`src/sv/rsape_pkg.sv`:
```
// ============================================================================
// rsape_pkg: shared types, constants and microcode for the RSA key core
// Control word layout, datapath actions, jump conditions and program ROM.
// ============================================================================
package rsape_pkg;

  // Field widths fixed by the channel format
  localparam int unsigned PRIME_W     = 31;
  localparam int unsigned OPER_W      = 62;
  localparam int unsigned SIGNED_W    = 64;
  localparam int unsigned PRIME_BITS  = 31;

  // Euclid iteration cap
  localparam int unsigned EUCLID_MAX_STEPS = 128;
  localparam int unsigned STEP_CNT_W       = $clog2(EUCLID_MAX_STEPS + 1);

  // Program counter
  localparam int unsigned PC_W = 4;
  typedef logic [PC_W-1:0] pc_t;

  // Program step addresses
  localparam pc_t PC_IDLE   = 4'd0;
  localparam pc_t PC_MUL_N  = 4'd1;
  localparam pc_t PC_MUL_T  = 4'd2;
  localparam pc_t PC_INIT   = 4'd3;
  localparam pc_t PC_DIV_S  = 4'd4;
  localparam pc_t PC_WAIT_S = 4'd5;
  localparam pc_t PC_SET_R1 = 4'd6;
  localparam pc_t PC_TEST   = 4'd7;
  localparam pc_t PC_DIV_R  = 4'd8;
  localparam pc_t PC_WAIT_R = 4'd9;
  localparam pc_t PC_UPDATE = 4'd10;
  localparam pc_t PC_FINISH = 4'd11;
  localparam pc_t PC_PUSH   = 4'd12;
  localparam pc_t PC_WRAP   = 4'd13;

  typedef enum logic [3:0] {
    ACT_NONE,
    ACT_LOAD,     // take a request from the input channel
    ACT_MUL_N,    // n = p * q
    ACT_MUL_T,    // t = (p-1)(q-1), or 0 for a factor below two
    ACT_INIT,     // r0 = t, x0 = 0, x1 = 1, clear result
    ACT_DIV_S,    // start s / t
    ACT_SET_R1,   // r1 = s mod t
    ACT_DIV_R,    // start r0 / r1, accumulating q * x1
    ACT_UPDATE,   // shift the Euclid pair
    ACT_FINISH,   // form flag and inverse
    ACT_PUSH      // load the output register
  } act_e;

  typedef enum logic [2:0] {
    COND_NEVER,
    COND_NO_INPUT,
    COND_DIV_BUSY,
    COND_T_ZERO,
    COND_LOOP_DONE,
    COND_OUT_BUSY,
    COND_ALWAYS
  } cond_e;

  typedef struct packed {
    act_e  act;
    cond_e cond;
    pc_t   target;
  } ctrl_t;

  typedef struct packed {
    logic in_valid;
    logic div_busy;
    logic t_zero;
    logic loop_done;
    logic out_busy;
  } flags_t;

  // Microcode ROM: jump to target when cond holds, else fall through
  function automatic ctrl_t ucode_rom(pc_t pc);
    ctrl_t cw;
    cw = '{act: ACT_NONE, cond: COND_ALWAYS, target: PC_IDLE};
    case (pc)
      PC_IDLE:   cw = '{act: ACT_LOAD,   cond: COND_NO_INPUT,  target: PC_IDLE};
      PC_MUL_N:  cw = '{act: ACT_MUL_N,  cond: COND_NEVER,     target: PC_IDLE};
      PC_MUL_T:  cw = '{act: ACT_MUL_T,  cond: COND_NEVER,     target: PC_IDLE};
      PC_INIT:   cw = '{act: ACT_INIT,   cond: COND_T_ZERO,    target: PC_PUSH};
      PC_DIV_S:  cw = '{act: ACT_DIV_S,  cond: COND_NEVER,     target: PC_IDLE};
      PC_WAIT_S: cw = '{act: ACT_NONE,   cond: COND_DIV_BUSY,  target: PC_WAIT_S};
      PC_SET_R1: cw = '{act: ACT_SET_R1, cond: COND_NEVER,     target: PC_IDLE};
      PC_TEST:   cw = '{act: ACT_NONE,   cond: COND_LOOP_DONE, target: PC_FINISH};
      PC_DIV_R:  cw = '{act: ACT_DIV_R,  cond: COND_NEVER,     target: PC_IDLE};
      PC_WAIT_R: cw = '{act: ACT_NONE,   cond: COND_DIV_BUSY,  target: PC_WAIT_R};
      PC_UPDATE: cw = '{act: ACT_UPDATE, cond: COND_ALWAYS,    target: PC_TEST};
      PC_FINISH: cw = '{act: ACT_FINISH, cond: COND_NEVER,     target: PC_IDLE};
      PC_PUSH:   cw = '{act: ACT_PUSH,   cond: COND_OUT_BUSY,  target: PC_PUSH};
      PC_WRAP:   cw = '{act: ACT_NONE,   cond: COND_ALWAYS,    target: PC_IDLE};
      default:   cw = '{act: ACT_NONE,   cond: COND_ALWAYS,    target: PC_IDLE};
    endcase
    return cw;
  endfunction

endpackage

```
`src/sv/rsape_if.sv`:
```
// ============================================================================
// rsape channel interfaces
// Valid/ready channels for key requests and key results.
// ============================================================================
interface rsape_in_if;
  logic                               valid;
  logic                               ready;
  logic [rsape_pkg::PRIME_W-1:0]      prime_a;
  logic [rsape_pkg::PRIME_W-1:0]      prime_b;
  logic [rsape_pkg::OPER_W-1:0]       candidate_exponent;

  modport source (output valid, prime_a, prime_b, candidate_exponent, input ready);
  modport sink   (input valid, prime_a, prime_b, candidate_exponent, output ready);
endinterface

interface rsape_out_if;
  logic                               valid;
  logic                               ready;
  logic [rsape_pkg::OPER_W-1:0]       modulus;
  logic                               coprime_ok;
  logic [rsape_pkg::OPER_W-1:0]       private_exponent;

  modport source (output valid, modulus, coprime_ok, private_exponent, input ready);
  modport sink   (input valid, modulus, coprime_ok, private_exponent, output ready);
endinterface

```
`src/sv/rsape_divider.sv`:
```
// ============================================================================
// rsape_divider: bit-serial restoring divider
// One quotient bit per cycle; also accumulates quotient * mult (Horner).
// ============================================================================
module rsape_divider #(
  parameter int unsigned DataW = rsape_pkg::OPER_W,
  parameter int unsigned AccW  = rsape_pkg::SIGNED_W
) (
  input  logic                   clk_i,
  input  logic                   rst_ni,
  input  logic                   start_i,
  input  logic [DataW-1:0]       dividend_i,
  input  logic [DataW-1:0]       divisor_i,
  input  logic signed [AccW-1:0] mult_i,
  output logic                   busy_o,
  output logic [DataW-1:0]       rem_o,
  output logic signed [AccW-1:0] prod_o
);

  localparam int unsigned CntW = $clog2(DataW + 1);

  logic                   busy_q, busy_d;
  logic [CntW-1:0]        cnt_q, cnt_d;
  logic [DataW-1:0]       rem_q, rem_d;
  logic [DataW-1:0]       dvd_q, dvd_d;
  logic [DataW-1:0]       dsr_q, dsr_d;
  logic signed [AccW-1:0] mlt_q, mlt_d;
  logic signed [AccW-1:0] acc_q, acc_d;
  logic [DataW:0]         shifted;
  logic [DataW:0]         diff;
  logic                   qbit;

  assign shifted = {rem_q, dvd_q[DataW-1]};
  assign diff    = shifted - {1'b0, dsr_q};
  assign qbit    = (shifted >= {1'b0, dsr_q});

  always_comb begin
    busy_d = busy_q;
    cnt_d  = cnt_q;
    rem_d  = rem_q;
    dvd_d  = dvd_q;
    dsr_d  = dsr_q;
    mlt_d  = mlt_q;
    acc_d  = acc_q;
    if (start_i) begin
      busy_d = 1'b1;
      cnt_d  = CntW'(DataW);
      rem_d  = '0;
      dvd_d  = dividend_i;
      dsr_d  = divisor_i;
      mlt_d  = mult_i;
      acc_d  = '0;
    end else if (busy_q) begin
      rem_d  = qbit ? diff[DataW-1:0] : shifted[DataW-1:0];
      dvd_d  = {dvd_q[DataW-2:0], 1'b0};
      acc_d  = (acc_q <<< 1) + (qbit ? mlt_q : AccW'(0));
      cnt_d  = cnt_q - CntW'(1);
      busy_d = (cnt_q != CntW'(1));
    end
  end

  always_ff @(posedge clk_i or negedge rst_ni) begin
    if (!rst_ni) begin
      busy_q <= 1'b0;
      cnt_q  <= '0;
    end else begin
      busy_q <= busy_d;
      cnt_q  <= cnt_d;
    end
  end

  always_ff @(posedge clk_i) begin
    rem_q <= rem_d;
    dvd_q <= dvd_d;
    dsr_q <= dsr_d;
    mlt_q <= mlt_d;
    acc_q <= acc_d;
  end

  assign busy_o = busy_q;
  assign rem_o  = rem_q;
  assign prod_o = acc_q;

endmodule

```
`src/sv/rsape_seq.sv`:
```
// ============================================================================
// rsape_seq: microcode sequencer
// Step counter over the program ROM with conditional jumps.
// ============================================================================
module rsape_seq (
  input  logic              clk_i,
  input  logic              rst_ni,
  input  rsape_pkg::flags_t flags_i,
  output rsape_pkg::ctrl_t  ctrl_o
);

  rsape_pkg::pc_t   pc_q, pc_d;
  rsape_pkg::ctrl_t cw;
  logic             take;

  assign cw = rsape_pkg::ucode_rom(pc_q);

  always_comb begin
    case (cw.cond)
      rsape_pkg::COND_NEVER:     take = 1'b0;
      rsape_pkg::COND_NO_INPUT:  take = !flags_i.in_valid;
      rsape_pkg::COND_DIV_BUSY:  take = flags_i.div_busy;
      rsape_pkg::COND_T_ZERO:    take = flags_i.t_zero;
      rsape_pkg::COND_LOOP_DONE: take = flags_i.loop_done;
      rsape_pkg::COND_OUT_BUSY:  take = flags_i.out_busy;
      rsape_pkg::COND_ALWAYS:    take = 1'b1;
      default:                   take = 1'b1;
    endcase
    pc_d = take ? cw.target : pc_q + rsape_pkg::pc_t'(1);
  end

  always_ff @(posedge clk_i or negedge rst_ni) begin
    if (!rst_ni) begin
      pc_q <= rsape_pkg::PC_IDLE;
    end else begin
      pc_q <= pc_d;
    end
  end

  assign ctrl_o = cw;

endmodule

```
`src/sv/rsa_private_exponent_from_primes_core.sv`:
```
// ============================================================================
// rsa_private_exponent_from_primes_core: RSA modulus and private exponent
// Gives n = p*q and the inverse of a candidate exponent modulo (p-1)(q-1).
// ============================================================================
// Usage:
//   in_i  (sink):   one request = prime_a, prime_b, candidate_exponent.
//                   Only the low PRIME_BITS bits of each prime are used.
//   out_o (source): one result per request = modulus, coprime_ok,
//                   private_exponent (0 when the candidate is not coprime).
// Sequence: after the accept, the core forms n and t, divides s by t and
//   then runs the Euclid steps (at most about 90 for 62-bit operands, capped
//   at EUCLID_MAX_STEPS) before it forms the result and pushes it to out_o;
//   with a zero totient it goes from its init step straight to the push step.
//   Each Euclid step is one pass of the bit-serial divider, at one quotient
//   bit per cycle, plus 4 microcode steps.
// Requests: one at a time; in_i.ready is high only while the sequencer sits at
//   its idle step.
// Stall: the result sits in an output register. The sequencer waits at
//   its push step only if the previous result has not been taken yet.
// Reset: rst_ni (async, active low) returns the step counter to idle and
//   empties the output register; no clearing pass is needed.
// Control: a 14-step microcode ROM drives one shared 31x31 multiplier,
//   the divider and the Euclid registers r0, r1, x0, x1.
// ============================================================================
module rsa_private_exponent_from_primes_core #(
  parameter int unsigned PrimeBits = rsape_pkg::PRIME_BITS
) (
  input  logic                clk_i,
  input  logic                rst_ni,
  rsape_in_if.sink            in_i,
  rsape_out_if.source         out_o
);

  localparam int unsigned OperW = rsape_pkg::OPER_W;
  localparam int unsigned SgnW  = rsape_pkg::SIGNED_W;
  localparam int unsigned StepW = rsape_pkg::STEP_CNT_W;
  localparam int unsigned ProdW = 2 * PrimeBits;

  rsape_pkg::ctrl_t  ctrl;
  rsape_pkg::flags_t flags;

  // Operand registers
  logic [PrimeBits-1:0] p_q, q_q;
  logic [OperW-1:0]     s_q;
  logic [OperW-1:0]     n_q;
  logic [OperW-1:0]     t_q;

  // Euclid state
  logic [OperW-1:0]      r0_q, r1_q;
  logic signed [SgnW-1:0] x0_q, x1_q;
  logic [StepW-1:0]      steps_q;

  // Result staging
  logic                  ok_q;
  logic [OperW-1:0]      inv_q;

  // Output register
  logic                  out_valid_q, out_valid_d;
  logic [OperW-1:0]      out_mod_q;
  logic                  out_ok_q;
  logic [OperW-1:0]      out_inv_q;
  logic                  out_free;

  // Shared multiplier
  logic [PrimeBits-1:0]  mul_a, mul_b;
  logic [ProdW-1:0]      mul_p;
  logic                  primes_ok;

  // Divider hookup
  logic                  div_start;
  logic [OperW-1:0]      div_dvd, div_dsr;
  logic                  div_busy;
  logic [OperW-1:0]      div_rem;
  logic signed [SgnW-1:0] div_prod;

  // Finish logic
  logic signed [SgnW-1:0] x0_fix;

  rsape_seq u_seq (
    .clk_i   (clk_i),
    .rst_ni  (rst_ni),
    .flags_i (flags),
    .ctrl_o  (ctrl)
  );

  rsape_divider #(
    .DataW (OperW),
    .AccW  (SgnW)
  ) u_div (
    .clk_i      (clk_i),
    .rst_ni     (rst_ni),
    .start_i    (div_start),
    .dividend_i (div_dvd),
    .divisor_i  (div_dsr),
    .mult_i     (x1_q),
    .busy_o     (div_busy),
    .rem_o      (div_rem),
    .prod_o     (div_prod)
  );

  assign in_i.ready = (ctrl.act == rsape_pkg::ACT_LOAD);
  assign out_free   = !out_valid_q || out_o.ready;

  assign flags.in_valid  = in_i.valid;
  assign flags.div_busy  = div_busy;
  assign flags.t_zero    = (t_q == '0);
  assign flags.loop_done = (r1_q == '0) ||
                           (steps_q == StepW'(rsape_pkg::EUCLID_MAX_STEPS));
  assign flags.out_busy  = !out_free;

  // A factor below two gives a totient of zero
  assign primes_ok = (p_q >= PrimeBits'(2)) && (q_q >= PrimeBits'(2));

  always_comb begin
    if (ctrl.act == rsape_pkg::ACT_MUL_T) begin
      mul_a = p_q - PrimeBits'(1);
      mul_b = q_q - PrimeBits'(1);
    end else begin
      mul_a = p_q;
      mul_b = q_q;
    end
  end
  assign mul_p = mul_a * mul_b;

  assign div_start = (ctrl.act == rsape_pkg::ACT_DIV_S) ||
                     (ctrl.act == rsape_pkg::ACT_DIV_R);
  assign div_dvd   = (ctrl.act == rsape_pkg::ACT_DIV_S) ? s_q : r0_q;
  assign div_dsr   = (ctrl.act == rsape_pkg::ACT_DIV_S) ? t_q : r1_q;

  // Negative coefficient is brought into [0, t) by one add
  assign x0_fix = x0_q[SgnW-1] ? (x0_q + SgnW'(t_q)) : x0_q;

  // Datapath registers, no reset needed
  always_ff @(posedge clk_i) begin
    case (ctrl.act)
      rsape_pkg::ACT_LOAD: begin
        if (in_i.valid) begin
          p_q <= in_i.prime_a[PrimeBits-1:0];
          q_q <= in_i.prime_b[PrimeBits-1:0];
          s_q <= in_i.candidate_exponent;
        end
      end
      rsape_pkg::ACT_MUL_N: begin
        n_q <= OperW'(mul_p);
      end
      rsape_pkg::ACT_MUL_T: begin
        t_q <= primes_ok ? OperW'(mul_p) : '0;
      end
      rsape_pkg::ACT_INIT: begin
        r0_q    <= t_q;
        x0_q    <= '0;
        x1_q    <= SgnW'(1);
        steps_q <= '0;
        ok_q    <= 1'b0;
        inv_q   <= '0;
      end
      rsape_pkg::ACT_SET_R1: begin
        r1_q <= div_rem;
      end
      rsape_pkg::ACT_UPDATE: begin
        r0_q    <= r1_q;
        r1_q    <= div_rem;
        x0_q    <= x1_q;
        x1_q    <= x0_q - div_prod;
        steps_q <= steps_q + StepW'(1);
      end
      rsape_pkg::ACT_FINISH: begin
        ok_q  <= (r0_q == OperW'(1));
        // gcd 1 and t == 1: inverse modulo one is zero
        if ((r0_q != OperW'(1)) || (t_q == OperW'(1))) begin
          inv_q <= '0;
        end else begin
          inv_q <= x0_fix[OperW-1:0];
        end
      end
      rsape_pkg::ACT_PUSH: begin
        if (out_free) begin
          out_mod_q <= n_q;
          out_ok_q  <= ok_q;
          out_inv_q <= inv_q;
        end
      end
      default: begin
      end
    endcase
  end

  // Output valid: set on push, cleared when taken
  always_comb begin
    out_valid_d = out_valid_q;
    if (out_valid_q && out_o.ready) begin
      out_valid_d = 1'b0;
    end
    if ((ctrl.act == rsape_pkg::ACT_PUSH) && out_free) begin
      out_valid_d = 1'b1;
    end
  end

  always_ff @(posedge clk_i or negedge rst_ni) begin
    if (!rst_ni) begin
      out_valid_q <= 1'b0;
    end else begin
      out_valid_q <= out_valid_d;
    end
  end

  assign out_o.valid            = out_valid_q;
  assign out_o.modulus          = out_mod_q;
  assign out_o.coprime_ok       = out_ok_q;
  assign out_o.private_exponent = out_inv_q;

endmodule
```
`src/flat_wrapper.sv`:
```
// flat-port wrapper written by rule: the top's interface ports become plain ports
module rsa_private_exponent_from_primes_core_flat 
#(
  parameter int unsigned PrimeBits = rsape_pkg::PRIME_BITS
)
  (clk_i, rst_ni, in_i_valid, in_i_prime_a, in_i_prime_b, in_i_candidate_exponent, in_i_ready, out_o_valid, out_o_modulus, out_o_coprime_ok, out_o_private_exponent, out_o_ready);
  rsape_in_if in_i_i ();
  rsape_out_if out_o_i ();
  input  logic clk_i;
  input  logic rst_ni;
  input wire logic [$bits(in_i_i.valid)-1:0] in_i_valid;
  input wire logic [$bits(in_i_i.prime_a)-1:0] in_i_prime_a;
  input wire logic [$bits(in_i_i.prime_b)-1:0] in_i_prime_b;
  input wire logic [$bits(in_i_i.candidate_exponent)-1:0] in_i_candidate_exponent;
  output wire logic [$bits(in_i_i.ready)-1:0] in_i_ready;
  output wire logic [$bits(out_o_i.valid)-1:0] out_o_valid;
  output wire logic [$bits(out_o_i.modulus)-1:0] out_o_modulus;
  output wire logic [$bits(out_o_i.coprime_ok)-1:0] out_o_coprime_ok;
  output wire logic [$bits(out_o_i.private_exponent)-1:0] out_o_private_exponent;
  input wire logic [$bits(out_o_i.ready)-1:0] out_o_ready;
  assign in_i_i.valid = in_i_valid;
  assign in_i_i.prime_a = in_i_prime_a;
  assign in_i_i.prime_b = in_i_prime_b;
  assign in_i_i.candidate_exponent = in_i_candidate_exponent;
  assign in_i_ready = in_i_i.ready;
  assign out_o_valid = out_o_i.valid;
  assign out_o_modulus = out_o_i.modulus;
  assign out_o_coprime_ok = out_o_i.coprime_ok;
  assign out_o_private_exponent = out_o_i.private_exponent;
  assign out_o_i.ready = out_o_ready;
  rsa_private_exponent_from_primes_core #(.PrimeBits(PrimeBits)) u_core (.clk_i(clk_i), .rst_ni(rst_ni), .in_i(in_i_i), .out_o(out_o_i));
endmodule
```
`config.mk`:
```
export PLATFORM = sky130hd
export DESIGN_NAME = rsa_private_exponent_from_primes_core_flat
export DESIGN_NICKNAME = d
export VERILOG_FILES = /design/src/sv/rsape_pkg.sv /design/src/sv/rsape_if.sv /design/src/sv/rsape_divider.sv /design/src/sv/rsape_seq.sv /design/src/sv/rsa_private_exponent_from_primes_core.sv /design/src/flat_wrapper.sv
export SDC_FILE = /design/constraint.sdc
export NUM_CORES = 2
export LEC_CHECK = 0
export ABC_AREA = 1
export BUFFER_PORTS_ARGS = -buffer_cell sky130_fd_sc_hd__buf_2
export CAP_MARGIN = 20
export CORE_ASPECT_RATIO = 1.4
export CORE_MARGIN = 8
export CORE_UTILIZATION = 45
export DETAILED_ROUTE_END_ITERATION = 7
export GPL_ROUTABILITY_DRIVEN = 0
export PLACE_DENSITY = 0.58
export SLEW_MARGIN = 0
export SYNTH_ARGS = -nofsm -noshare
export SYNTH_HDL_FRONTEND = slang
export SYNTH_SLANG_ARGS = --single-unit
```
`constraint.sdc`:
```
create_clock -name clk_i -period 23.5 [get_ports clk_i]
set_input_delay 4.7 -clock clk_i [delete_from_list [all_inputs] [get_ports clk_i]]
set_output_delay 4.7 -clock clk_i [all_outputs]
set_load 0.02 [all_outputs]
```
Word-level counts from Yosys, hierarchy flattened

Memory sizes are Yosys's and may differ from the RTL's.
Index checks and enable logic that the tools add are counted.

Bits in registers: 1,022
Latch bits: 0
Bits in read-only memories: 176
RAM bits: 0
Input bits: 128
Memories kept: 1

Shift-type cells: 0
Divide/modulo/power cells: 0
Add/subtract/negate cells: 9
Bitwise gates (word level): 0
$lt $le $gt $ge: 3
Multiplexer cells: 24
Eq/ne operators: 20
Reduce and logical (&&, ||, !) cells: 20
$mul: 1

Memories:

| name             | depth | bits a word | read ports | clocked after memory_dff | write ports | line            | source |
|---|---|---|---|---|---|---|---|
| (name not given) | 16    | 11          | 1          | 0                        | 0           | rsape_pkg.sv:79 | `case (pc)` |

Operators with widths:

| operator                | count |
|---|---|
| $mux W62                | 7 |
| $pmux W64 S2            | 2 |
| $pmux W62 S2            | 2 |
| $eq A62 B1 Y1 const B   | 2 |
| $logic_not A62 Y1       | 2 |
| $add A64 B64 Y64        | 1 |
| $mux W64                | 1 |
| $sub A64 B64 Y64        | 1 |
| $ge A63 B62 Y1          | 1 |
| $add A62 B62 Y62        | 1 |
| $ge A31 B2 Y1 const B   | 2 |
| $mul A31 B31 Y62        | 1 |
| $mux W31                | 2 |
| $ne A62 B1 Y1 const B   | 1 |
| $sub A31 B1 Y31 const B | 2 |
| $sub A62 B62 Y62        | 1 |
| $eq A4 B3 Y1 const B    | 4 |
| $pmux W8 S2             | 1 |
| $eq A4 B4 Y1 const B    | 3 |
| $mux W6                 | 2 |
| $add A8 B1 Y8 const B   | 1 |
| $eq A4 B2 Y1 const B    | 2 |
| $eq A8 B8 Y1 const B    | 1 |
| $reduce_bool A2 Y1      | 4 |
| 17 further kinds        | 30 |

Longest topological paths before layout

Word-level depth: 5
Gate-level depth with buffers: 45
Depth with buffers taken out: 44

Cells and area by module

A second synthesis with hierarchy kept.

Cells, all modules: 11,941
Area total of the unflattened synthesis: 92,657.6 µm²

Modules (own cells, without submodules):

| module                                | area an instance (µm²) | seq. area each (µm²) | cells each | instances |
|---|---|---|---|---|
| rsa_private_exponent_from_primes_core | 70,621.5               | 20,925.1             | 8,763      | 1 |
| rsape_divider                         | 21,503.1               | 8,343.0              | 3,097      | 1 |
| rsape_seq                             | 533.0                  | 100.1                | 81         | 1 |

Worst setup path after synthesis

OpenSTA, ideal clock, no wires.

Path kind: input to register
From: input port in_i_valid
To: register u_core.p_q[0], enable pin
Slack: 9.647 ns
Data arrival time: 13.093 ns
Stages on the path: 2
Path buffers: 0
Cell sequence: inv_1 -> nor3_1

Word-level cells in the longest chain between the ends: 1

Ends and longest elaborated chain:

| item                        | line                                         | source |
|---|---|---|
| start, declared             | flat_wrapper.sv:11                           | `input wire logic [$bits(in_i_i.valid)-1:0] in_i_valid;` |
| $reduce_and A2 Y1 (no line) | -                                            |  |
| end signal, assigned        | rsa_private_exponent_from_primes_core.sv:138 | `p_q <= in_i.prime_a[PrimeBits-1:0];` |
| end, declared               | rsa_private_exponent_from_primes_core.sv:43  | `logic [PrimeBits-1:0] p_q, q_q;` |

No other way between the ends.
A chain may end at the register's enable or synchronous reset.

Worst setup path after layout

From: register u_core.u_seq.pc_q[0]
To: register u_core.n_q[29], data pin

Word-level cells in the longest chain between the ends: 4
Elaborated cells between the ends (all ways): 5
Those cells by class: mul: 1; eq/ne: 1; mux: 2; memory: 1

Ends and longest elaborated chain:

| item                   | line                                         | source |
|---|---|---|
| start, declared        | rsape_seq.sv:12                              | `rsape_pkg::pc_t pc_q, pc_d;` |
| start signal, assigned | rsape_seq.sv:34                              | `pc_q <= rsape_pkg::PC_IDLE;` |
| start signal, assigned | rsape_seq.sv:36                              | `pc_q <= pc_d;` |
| $mem_v2 Z16 W11 *      | -                                            |  |
| $eq A4 B2 Y1 *         | rsa_private_exponent_from_primes_core.sv:115 | `if (ctrl.act == rsape_pkg::ACT_MUL_T) begin` |
| $mux W31               | rsa_private_exponent_from_primes_core.sv:115 |  |
| $mul A31 B31 Y62 *     | rsa_private_exponent_from_primes_core.sv:123 | `assign mul_p = mul_a * mul_b;` |
| net u_core.mul_p[29]   | rsa_private_exponent_from_primes_core.sv:66  | `logic [ProdW-1:0] mul_p;` |
| end signal, assigned   | rsa_private_exponent_from_primes_core.sv:144 | `n_q <= OperW'(mul_p);` |
| end, declared          | rsa_private_exponent_from_primes_core.sv:45  | `logic [OperW-1:0] n_q;` |

Mark *: on every way through the listed nets, which the timed path passes. The rest lies on a longest branch.

==> impl_metrics.env <==
export IMPL_netlist_instances=11100
export IMPL_slew_headroom_pct=19.3
export IMPL_rows=194
export IMPL_fmax_mhz=79.9
export IMPL_avgViaCountPerCell=5.67
export IMPL_grt_max_degree=126
export IMPL_start_util_pct=45.2
export IMPL_clock_latency_ps=790
export IMPL_cts_resized_gates=0
export IMPL_max_cap_violations=0
export IMPL_fin_crit_sh_pct=53.3
export IMPL_maxSlewViolCount=0
export IMPL_die_w_um=394
export IMPL_antenna_found_initial=18
export IMPL_hpwl_um=286000
export IMPL_clkTransAtPathRegs_ps=70
export IMPL_cp_startpoint="u_core.u_seq.pc_q[0]"
export IMPL_cts_buffer_depth=3
export IMPL_post_route_min_period_ps=12520
export IMPL_grt_pass1_vias=80000
export IMPL_fin_skew_ps=69.1
export IMPL_slowest_delay_ps=940
export IMPL_run_status="finished with violations"
export IMPL_worstPathMaxFanout=43
export IMPL_reg2reg_depth=38
export IMPL_hp_class="reg2reg"
export IMPL_grt_pass1_wl_um=524000
export IMPL_start_kind="flop"
export IMPL_drive_above_1_share_pct=5.87
export IMPL_vias=79800
export IMPL_route_detailed_drc=25
export IMPL_synth_ff_type="edfxtp_1"
export IMPL_r2r_end="u_core.n_q[29]"
export IMPL_async_flop_share_pct=1.17
export IMPL_totalWireLength_um=366000
export IMPL_power_density_nw_per_um2=38.5
export IMPL_path_class="reg2reg"
export IMPL_ys_warnings_count=0
export IMPL_cp_common_cell="inv_1"
export IMPL_dieArea_um2=215000
export IMPL_cts_root_buf="clkbuf_16"
export IMPL_synth_seq_cells=1022
export IMPL_synth_edf_count=884
export IMPL_cts_tree="yes"
export IMPL_fin_tns_setup_ps=0
export IMPL_routedWlPerCell_um=26.0
export IMPL_rsz0062_at_grt="false"
export IMPL_port_buffers=254
export IMPL_core_um2=200000
export IMPL_cp_end_kind="flop"
export IMPL_arrival_ps=13020
export IMPL_htreeDepth=3
export IMPL_ys_seq_area_share_pct=32.5
export IMPL_endpoint="u_core.n_q[29]"
export IMPL_fin_cells=14100
export IMPL_avgSynthCellArea_um2=8.10
export IMPL_numCtsBuffers=105
export IMPL_p_leak_nw=44.5
export IMPL_dp_cells=13900
export IMPL_cts_hold_buf=0
export IMPL_synth_area_um2=90200
export IMPL_critPathRequiredTime_ps=24000
export IMPL_setup_violations=0
export IMPL_clock_sinks=1022
export IMPL_violations="DRC"
export IMPL_io_pins=255
export IMPL_area_delta_synth_final_pct=9.11
export IMPL_tightestPinTransition_ps=1210
export IMPL_regToRegStartpoint="u_core.u_seq.pc_q[0]"
export IMPL_synth_cell_type_count=58
export IMPL_post_cts_buffers=0
export IMPL_r2r_setup_slack_ps=10980
export IMPL_drt_initial_drc_count=8489
export IMPL_overflow=0
export IMPL_nets=12800
export IMPL_die_y_um=546
export IMPL_ir_worst_vdd_v=0.0000730
export IMPL_grt_usage_pct=32.9
export IMPL_slowest_stage="fa_1"
export IMPL_synth_fp_nets=12600
export IMPL_ant_nets=0
export IMPL_finalHoldViolCount=0
export IMPL_drt_first_pass_iters=8
## metrics by stage
stage / total power [mW] / setup WS, ps / hold slack (ps) / instance area, um2 / utilization (%)
CTS: 3.82 / 11560 / 392 / 98400 / 49.3
global route: 3.87 / 10640 / 393 / 98400 / 49.3
finish: 3.79 / 10980 / 413 / 98500 / 49.3
global placement: 2.00 / 11600 / 405 / 94600 / 47.4
floorplan: 1.98 / 9650 / 400 / 90200 / -
detailed placement: 2.00 / 11560 / 405 / 94600 / 47.4
## metal layers
| metal | share of wire [%] | GRT usage [%] | vias up |
|---|---|---|---|
| met2 | 44 | 52.0 | 4600 |
| met1 | 35 | 37.3 | 38300 |
| met3 | 9.9 | 7.95 | 1564 |
| met5 | 0.031 | 0.312 | - |
| li1 | - | - | 35400 |
| met4 | 11 | 28.7 | 10 |
## sequential cells by signal (all words and copies together), names as in the netlist, 6 cells and up
register and flops:
u_core.inv_q 62, u_core.n_q 62, u_core.out_o.modulus 62, u_core.out_o.private_exponent 62
u_core.p_q 31, u_core.q_q 31, u_core.r0_q 62, u_core.r1_q 62
u_core.s_q 62, u_core.steps_q 8, u_core.t_q 62, u_core.u_div.cnt_q 6
u_core.u_div.dsr_q 62, u_core.u_div.dvd_q 62, u_core.u_div.mlt_q 64, u_core.u_div.prod_o 64
u_core.u_div.rem_o 62, u_core.x0_q 64, u_core.x1_q 64
## area by class of cell
type	instances	area (um2)
fillers	19300	101000
multi-input cells	7631	51600
flip-flops and latches	1022	29400
inverters	2196	8250
well taps	2646	3310
clock buffers	124	2900
repair buffers	364	2120
clock inverters	75	913
diodes	7	17.5
## report_power, final
| group | switching [mW] | internal (mW) | leakage [nW] |
|---|---|---|---|
| Combinational | 0.00521 | 0.00733 | 33.6 |
| Sequential | 0.00000000000000000809 | 1.94 | 9.09 |
| Clock | 0.808 | 1.02 | 1.82 |
## cells by family (layout without fill, tap and decap cells)
logic type | count (synthesis) | in the layout | synth area share [%]
other | 0 | 7 | 0
XOR/XNOR | 163 | 163 | 1.67
adder cells (fa/ha/maj) | 1357 | 1357 | 25.8
flip-flops | 1022 | 1022 | 32.5
buffers and inverters | 2485 | 2759 | 10.5
AO/OA/AOI/OAI | 1474 | 1474 | 8.84
AND/OR/NAND/NOR | 4637 | 4637 | 20.6
## worst min path at each step
stage,startpoint,endpoint,slack (ps),depth (start not counted)
after floorplan,u_core.ok_q,u_core.out_o.coprime_ok,400,0
after global placement,u_core.inv_q[8],u_core.out_o.private_exponent[8],400,0
after detailed placement,u_core.inv_q[4],u_core.out_o.private_exponent[4],400,0
after CTS,u_core.n_q[13],u_core.out_o.modulus[13],390,0
after global routing,u_core.n_q[13],u_core.out_o.modulus[13],390,0
final,u_core.n_q[13],u_core.out_o.modulus[13],410,0
## critical path, delay by kind of cell (launching register included)
family	cells	cell delay (ps)
adders and majority gates	10	5130
buffers and inverters	12	2940
and+or+nand+nor	13	2850
xor gates and xnor gates	1	520
DFF	1	440
AOI/OAI and AO/OA	2	250
## placed cells by master, fill, tap and decap left out, types with 43 or more instances in the layout
cell type,count
inv_1,2160
nor4_1,57
nor3_1,119
nor2_1,1698
a21o_1,43
nand4_1,75
buf_4,108
o21ai_0,650
o21bai_1,63
fa_1,841
xor2_1,95
dfxtp_1,126
buf_2,254
a21oi_1,559
nand3_1,335
nand2_1,2257
xnor2_1,50
clkbuf_16,111
ha_1,516
edfxtp_1,884
## cells in the mapped netlist (3+ instances only)
library cell,count,area (um2)
o21a_1,20,150
or2_2,30,188
xor2_1,103,902
nand4_1,75,469
dfxtp_1,126,2520
xnor2_1,51,447
o21ai_2,13,114
fa_1,841,16800
o21ai_1,4,20.0
o21bai_1,63,473
clkinv_1,6,22.5
nor2_1,1701,6380
a22oi_1,6,45.0
a21o_1,43,323
a21oi_1,559,2800
ha_1,516,6460
buf_1,10,37.5
inv_2,28,105
nor3_2,3,30.0
buf_4,3,22.5
a31oi_1,39,244
o211ai_1,36,270
o21ai_0,657,3290
edfxtp_1,884,26500
o22ai_1,14,87.6
nand3b_1,19,143
buf_2,126,631
dfrtp_1,12,300
xor2_2,8,130
inv_1,2162,8120
and2_1,9,56.3
nor4_1,57,357
clkbuf_1,149,559
nand3_1,335,1680
nor3_1,120,601
nand2_1,2265,8500
and3_1,8,50.1
nand2_2,3,18.8
a21boi_0,10,75.1
(Power assumes the default switching activity.)
